## config.mk

```make
export PLATFORM = sky130hd
export DESIGN_NAME = swsof_ring
export DESIGN_NICKNAME = d
export VERILOG_FILES = /design/src/sv/sliding_window_sigma_outlier_filter_assert.svh /design/src/sv/swsof_pkg.sv /design/src/sv/swsof_ring.sv
export SDC_FILE = /design/constraint.sdc
export NUM_CORES = 2
export LEC_CHECK = 0
export ABC_AREA = 1
export BUFFER_PORTS_ARGS = -buffer_cell sky130_fd_sc_hd__buf_4
export CORE_ASPECT_RATIO = 0.6
export CORE_MARGIN = 5
export CORE_UTILIZATION = 25
export DETAILED_ROUTE_END_ITERATION = 6
export SYNTH_ARGS = -nofsm -noshare
export SYNTH_HDL_FRONTEND = slang
export SYNTH_SLANG_ARGS = --single-unit
```

## constraint.sdc

```tcl
create_clock -name clk -period 5.1 [get_ports clk]
set_clock_uncertainty 0.1 [all_clocks]
set_input_delay 1.02 -clock clk [delete_from_list [all_inputs] [get_ports clk]]
set_output_delay 1.02 -clock clk [all_outputs]
set_load 0.02 [all_outputs]
```

## src/sv/sliding_window_sigma_outlier_filter_assert.svh

```systemverilog
// assertion shorthands shared by the filter rtl
// both expect clk and rst_n in scope
`ifndef SLIDING_WINDOW_SIGMA_OUTLIER_FILTER_ASSERT_SVH
`define SLIDING_WINDOW_SIGMA_OUTLIER_FILTER_ASSERT_SVH

// same-cycle implication
`define SWSOF_ASSERT_NOW(lbl, ante, cons, msg) \
  lbl: assert property (@(posedge clk) disable iff (!rst_n) (ante) |-> (cons)) \
    else $error(msg);

// next-cycle implication
`define SWSOF_ASSERT_NEXT(lbl, ante, cons, msg) \
  lbl: assert property (@(posedge clk) disable iff (!rst_n) (ante) |=> (cons)) \
    else $error(msg);

`endif

```

## src/sv/swsof_pkg.sv

```systemverilog
`default_nettype none

package swsof_pkg;

  localparam int MAX_HALF    = 15;
  localparam int SAMPLE_BITS = 16;
  localparam int TIME_BITS   = 32;
  localparam int HW_BITS     = 4;
  localparam int HALF_RESET  = 2;

  localparam int RING_DEPTH = 2 * MAX_HALF + 1;
  localparam int PTR_W      = $clog2(RING_DEPTH);
  localparam int K_W        = $clog2(RING_DEPTH + 1);
  localparam int SEEN_W     = 6;
  localparam int SEEN_MAX   = 2 ** SEEN_W - 1;
  localparam int SUM_W      = SAMPLE_BITS + K_W;
  localparam int SQ_W       = 2 * SAMPLE_BITS;
  localparam int QSUM_W     = 2 * SAMPLE_BITS + K_W - 1;
  localparam int DEV_W      = SUM_W + 1;
  localparam int CMP_W      = 2 * DEV_W + 1;
  localparam int KQ_W       = K_W + QSUM_W;
  localparam int ENTRY_W    = SAMPLE_BITS + TIME_BITS;

  typedef logic signed [SAMPLE_BITS-1:0] sample_t;
  typedef logic [TIME_BITS-1:0]          stamp_t;
  typedef logic [PTR_W-1:0]              ptr_t;
  typedef logic [K_W-1:0]                kcount_t;
  typedef logic [SEEN_W-1:0]             seen_t;
  typedef logic [HW_BITS-1:0]            half_t;
  typedef logic [ENTRY_W-1:0]            entry_t;
  typedef logic signed [SUM_W-1:0]       sumw_t;
  typedef logic signed [SQ_W-1:0]        sqw_t;
  typedef logic [QSUM_W-1:0]             qsum_t;
  typedef logic signed [DEV_W-1:0]       devw_t;
  typedef logic signed [CMP_W-1:0]       cmpw_t;

  typedef enum logic [3:0] {
    ST_IDLE,
    ST_UPD,
    ST_QSUM,
    ST_MULT,
    ST_EMIT,
    ST_FL_RD,
    ST_FL_OUT,
    ST_SW_RD,
    ST_SW_SQ,
    ST_SW_ACC
  } state_t;

  // ring port requests from the sequencer
  typedef struct packed {
    logic   wr_en;
    ptr_t   wr_addr;
    entry_t wr_data;
    logic   rd_a_en;
    ptr_t   rd_a_addr;
    logic   rd_b_en;
    ptr_t   rd_b_addr;
  } ring_req_t;

  function automatic half_t cap_half(half_t raw);
    if (int'(raw) > MAX_HALF) begin
      return half_t'(MAX_HALF);
    end
    return raw;
  endfunction

  function automatic kcount_t win_len(half_t h);
    return kcount_t'(2 * int'(h) + 1);
  endfunction

  // slot that lies off places before slot p
  function automatic ptr_t ring_back(ptr_t p, kcount_t off);
    int s;
    s = int'(p) + RING_DEPTH - int'(off);
    if (s >= RING_DEPTH) begin
      s = s - RING_DEPTH;
    end
    return ptr_t'(s);
  endfunction

  function automatic ptr_t ring_next(ptr_t p);
    if (int'(p) == RING_DEPTH - 1) begin
      return '0;
    end
    return ptr_t'(int'(p) + 1);
  endfunction

endpackage

`default_nettype wire

```

## src/sv/swsof_ring.sv

```systemverilog
`default_nettype none

// sample ring: one write port, two registered read ports, old data on collision
module swsof_ring import swsof_pkg::*; (
  input  wire logic      clk,
  input  wire ring_req_t req,
  output entry_t         rd_a_data,
  output entry_t         rd_b_data
);

  entry_t mem [RING_DEPTH];

  always_ff @(posedge clk) begin
    if (req.wr_en) begin
      mem[req.wr_addr] <= req.wr_data;
    end
    if (req.rd_a_en) begin
      rd_a_data <= mem[req.rd_a_addr];
    end
    if (req.rd_b_en) begin
      rd_b_data <= mem[req.rd_b_addr];
    end
  end

endmodule

`default_nettype wire

```

=== Yosys cells after proc, flatten, opt, wreduce, memory -nomap -nowiden ===
Memory sizes are Yosys's and may differ from the RTL's. A register that Yosys moved wholly into a read port is not among the register bits.
Index checks and enable logic that the tools add are counted.

* $add $sub $neg: 0
* Multipliers: 0
* Divide/modulo/power cells: 0
* $lt $le $gt $ge: 0
* Equality and inequality tests: 0
* Shift-type cells: 0
* Mux-type cells: 2
* Bitwise gates (word level): 0
* Reductions and logical operators: 0

{| class="wikitable"
|+ Operator list
! cell !! count
|-
| $mux 1 || 2
|}

* Bits in registers: 0
* Latch bits: 0
* Memory bits (writable): 1488
* Memory bits (read-only): 0
* Bits of input ports: 67
* Output and inout port bits: 96
* Logic and storage cells: 3
* Memories kept: 1

{| class="wikitable"
|+ Memory list
! memory !! depth !! width !! rd ports !! clocked after memory_dff !! wr ports !! line !! RTL
|-
| mem || 31 || 48 || 2 || 2 || 1 || swsof_ring.sv:11 || <nowiki>entry_t mem [RING_DEPTH];</nowiki>
|}

=== Logic depth before layout (Yosys ltp) ===
* Depth in word-level cells: 2
* Depth in mapped cells: 11
* Mapped depth without buffers: 9

=== Worst setup path after synthesis ===
No wires, ideal clock.

* Path type: input to register
* Start point: input req[61] in the netlist's numbering
* End point: memory mem[0][0] in the netlist's numbering (enable)
* Setup time: 0.454 ns
* Arrival: 3.336 ns
* Data required time: 4.546 ns
* Setup slack: 1.210 ns
* Stages on the path: 3
* Path buffers: 0
* Path through: inv_1 nand3_1 nor2_1

{| class="wikitable"
|+ RTL lines
! what !! line !! RTL
|-
| from (decl) || swsof_ring.sv:6 || <nowiki>input wire ring_req_t req,</nowiki>
|-
| to (decl) || swsof_ring.sv:11 ||
|}

No word-level cell before the write port.

=== Worst setup path in the final report ===
* Start point: input req[61] in the netlist's numbering
* End point: memory mem[25][33] in the netlist's numbering (enable)

No word-level cell before the write port.

==> flow_summary.toml <==
[global_route]
antenna_found_initial = 16
grtUsageTotal_pct = 17.4
grt_first_pass_wirelength_um = 424000
overflow = 0
grt_start_max_net_pins = 172
grt_pass1_vias = 59291

[floorplan]
die_w_um = 732
dieHeight_um = 443
io_pins = 163
rows = 159
dieArea_um2 = 324000
initial_core_util_pct = 25.0
coreArea_um2 = 312000

[routing]
drt_wl_total_um = 296000
vias = 65330
antenna_left = 0
dr.first_iter.drc_count = 9601
vias_per_cell = 5.14
firstDrtPassIters = 7
drc = 8
wl_per_cell_um = 23.3

[clock_network]
numCtsBuffers = 145
cts_root_buf = "clkbuf_16"
cts.sinks = 1584
ctsHoldBuffers = 0
cts_max_level = 4
postCtsSetupBuffers = 0
cts_buffer_depth = 4
cts_tree = "done"
clkLatencyLatePin_ps = 810
ctsResizeCount = 0
clkTransAtPathRegs_ps = 70

[setup_path]
r2r_start = "mem[4][41]"
crit_arrival_ps = 3470
crit_type = "input port to flip-flop"
critPathRequiredTime_ps = 5470
cp-start-kind = "input port"
cp_max_fo = 18
r2r-end = "rd_a_data[41]"
end_kind = "flip-flop"
ff2ff_path_depth = 8
reg2reg_slack_ps = 3360

[run_status]
status = "complete, but fails checks"
violations = "design-rule violations"

[power_and_ir_drop]
switching_share_pct = 26.1
power_mw = 28.8
p_comb_share_pct = 11.0
p_sw_mw = 7.52
peakVddDrop_v = 0.000231
p_int_mw = 21.3
pwr-share-seq_pct = 51.0
p_per_area_nw_per_um2 = 326
p_leak_nw = 33.2
clkPwrFrac_pct = 38.0

[timing]
worst_pin_slew_ps = 1190
fin_crit_ps = 3100
setup_violations = 0
rsz0062_at_grt = "false"
hold_viol = 0
setup_tns_ps = 0
maxSlewHeadroom_pct = 20.8
max_freq_mhz = 323
drv_slew = 0
period_share_pct = 60.8

[hold_path]
whs_endpoint = "mem[3][20]"
worstHoldStart = "req[32]"
hold_depth = 1
min_path_type = "input port to flip-flop"

[place]
numPortBuffers = 162
gp_congestion = 0.824
post-dp-hpwl_um = 163000

[run]
drv_cap = 0

[logic_synthesis]
synth_fp_nets = 8617
netlist_area_um2 = 78100
yosysUniqueCellTypes = 16
synth_seq_area_share_pct = 60.9
yosysWarnings = 0
synth-seq-cells = 1584
synthesis.instances = 8550
synth_top_cell_area_share_pct = 60.9
netlist_top_cells_area = "edfxtp_1 (61%), nand2_1 (18%), nand3_1 (14%), buf_2 (2.4%), buf_6 (1.4%)"
yosysTopAreaCell = "edfxtp_1"
synth.avg_cell_area_um2 = 9.14

[cells_and_area]
area_growth_pct = 12.8
drive_above_1_share_pct = 6.98
layout.nets = 8503
[worst max-delay path by stage]
stage | start | end | cells past startpoint
after floorplan | req[61] | mem[0][0] | 3
after global placement | req[61] | mem[25][32] | 5
after detailed placement | req[61] | mem[25][30] | 5
after CTS | req[61] | mem[25][38] | 5
after global routing | req[61] | mem[25][39] | 5
final | req[61] | mem[25][33] | 5
[logic make-up (layout without fill, tap and decap cells)]
kind of cell	Yosys count	count (layout)	share of synthesized area [%]
flops	1584	1584	60.9
buf+inv	694	671	5.11
compound gates	173	173	1.12
other cells	0	1	0
simple gates	6099	6099	32.9
[sequential cells by signal, indices dropped and copies added (netlist names)]
name / count
rd_a_data: 48
mem: 1488
rd_b_data: 48
[layout by cell type (no fill, tap or decap), drive strengths merged, types with 5 or more instances in the layout]
cell type / synthesis / layout
nand2: 3814 / 3814
nand3: 2246 / 2246
edfxtp: 1584 / 1584
buf: 556 / 373
clkbuf: 78 / 170
a21oi: 165 / 165
inv: 59 / 59
clkinv: 1 / 52
nor2: 39 / 39
bufinv: 0 / 12
clkinvlp: 0 / 5
[synthesized netlist by cell type (all sizes together)]
cell type and n:
a21oi 165, buf 556, nor2 39, clkinv 1, o211ai 4, inv 59
nand3 2246, nand2 3814, clkbuf 78, o21ai 4, edfxtp 1584
[critical path, cell delays in order]
cell and delay (ps):
buf_4 120, inv_1 60, nand3_1 670, nor2_4 1210
buf_12 290
[final cells by class]
type | instances | area, µm²
Antenna cell | 1 | 2.50
Clock buffer | 170 | 3760
Clock inverter | 68 | 622
Fill cell | 32580 | 224000
Inverter | 60 | 290
Multi-Input combinational cell | 6272 | 26800
Sequential cell | 1584 | 47600
Tap cell | 4186 | 5240
Timing Repair Buffer | 373 | 3870
[routing by layer]
layer  up-vias  track usage (%)  part of all wire (%)
met5         -                0                0.0037
met4         2             4.37                   2.5
met3       504             4.84                    14
met2      4849             24.4                    41
met1     31033             26.0                    42
li1      28942                -                     -
[power groups by stage]
stage                     sequential [mW]  combinational, mW  clock (mW)
final                                14.7               3.16        10.9
after global routing                 14.7               3.38        11.7
after CTS                            14.7               3.08        11.0
after detailed placement             15.0               3.08           0
after global placement               15.0               3.07           0
after floorplan                      15.0               1.79           0
[through the flow]
| step | util, % | hold WS, ps | std cells | worst slack [ps] | cell area, µm² |
|---|---|---|---|---|---|
| after global placement | 26.9 | 627 | 12475 | 1320 | 83800 |
| after global routing | 28.3 | 474 | 12713 | 2020 | 88200 |
| after detailed placement | 26.9 | 647 | 12475 | 1330 | 83800 |
| final | 28.3 | 506 | 12714 | 2000 | 88200 |
| after CTS | 28.3 | 460 | 12713 | 2160 | 88200 |
| after floorplan | - | 570 | 8550 | 1210 | 78100 |
(Power assumes the default switching activity.)
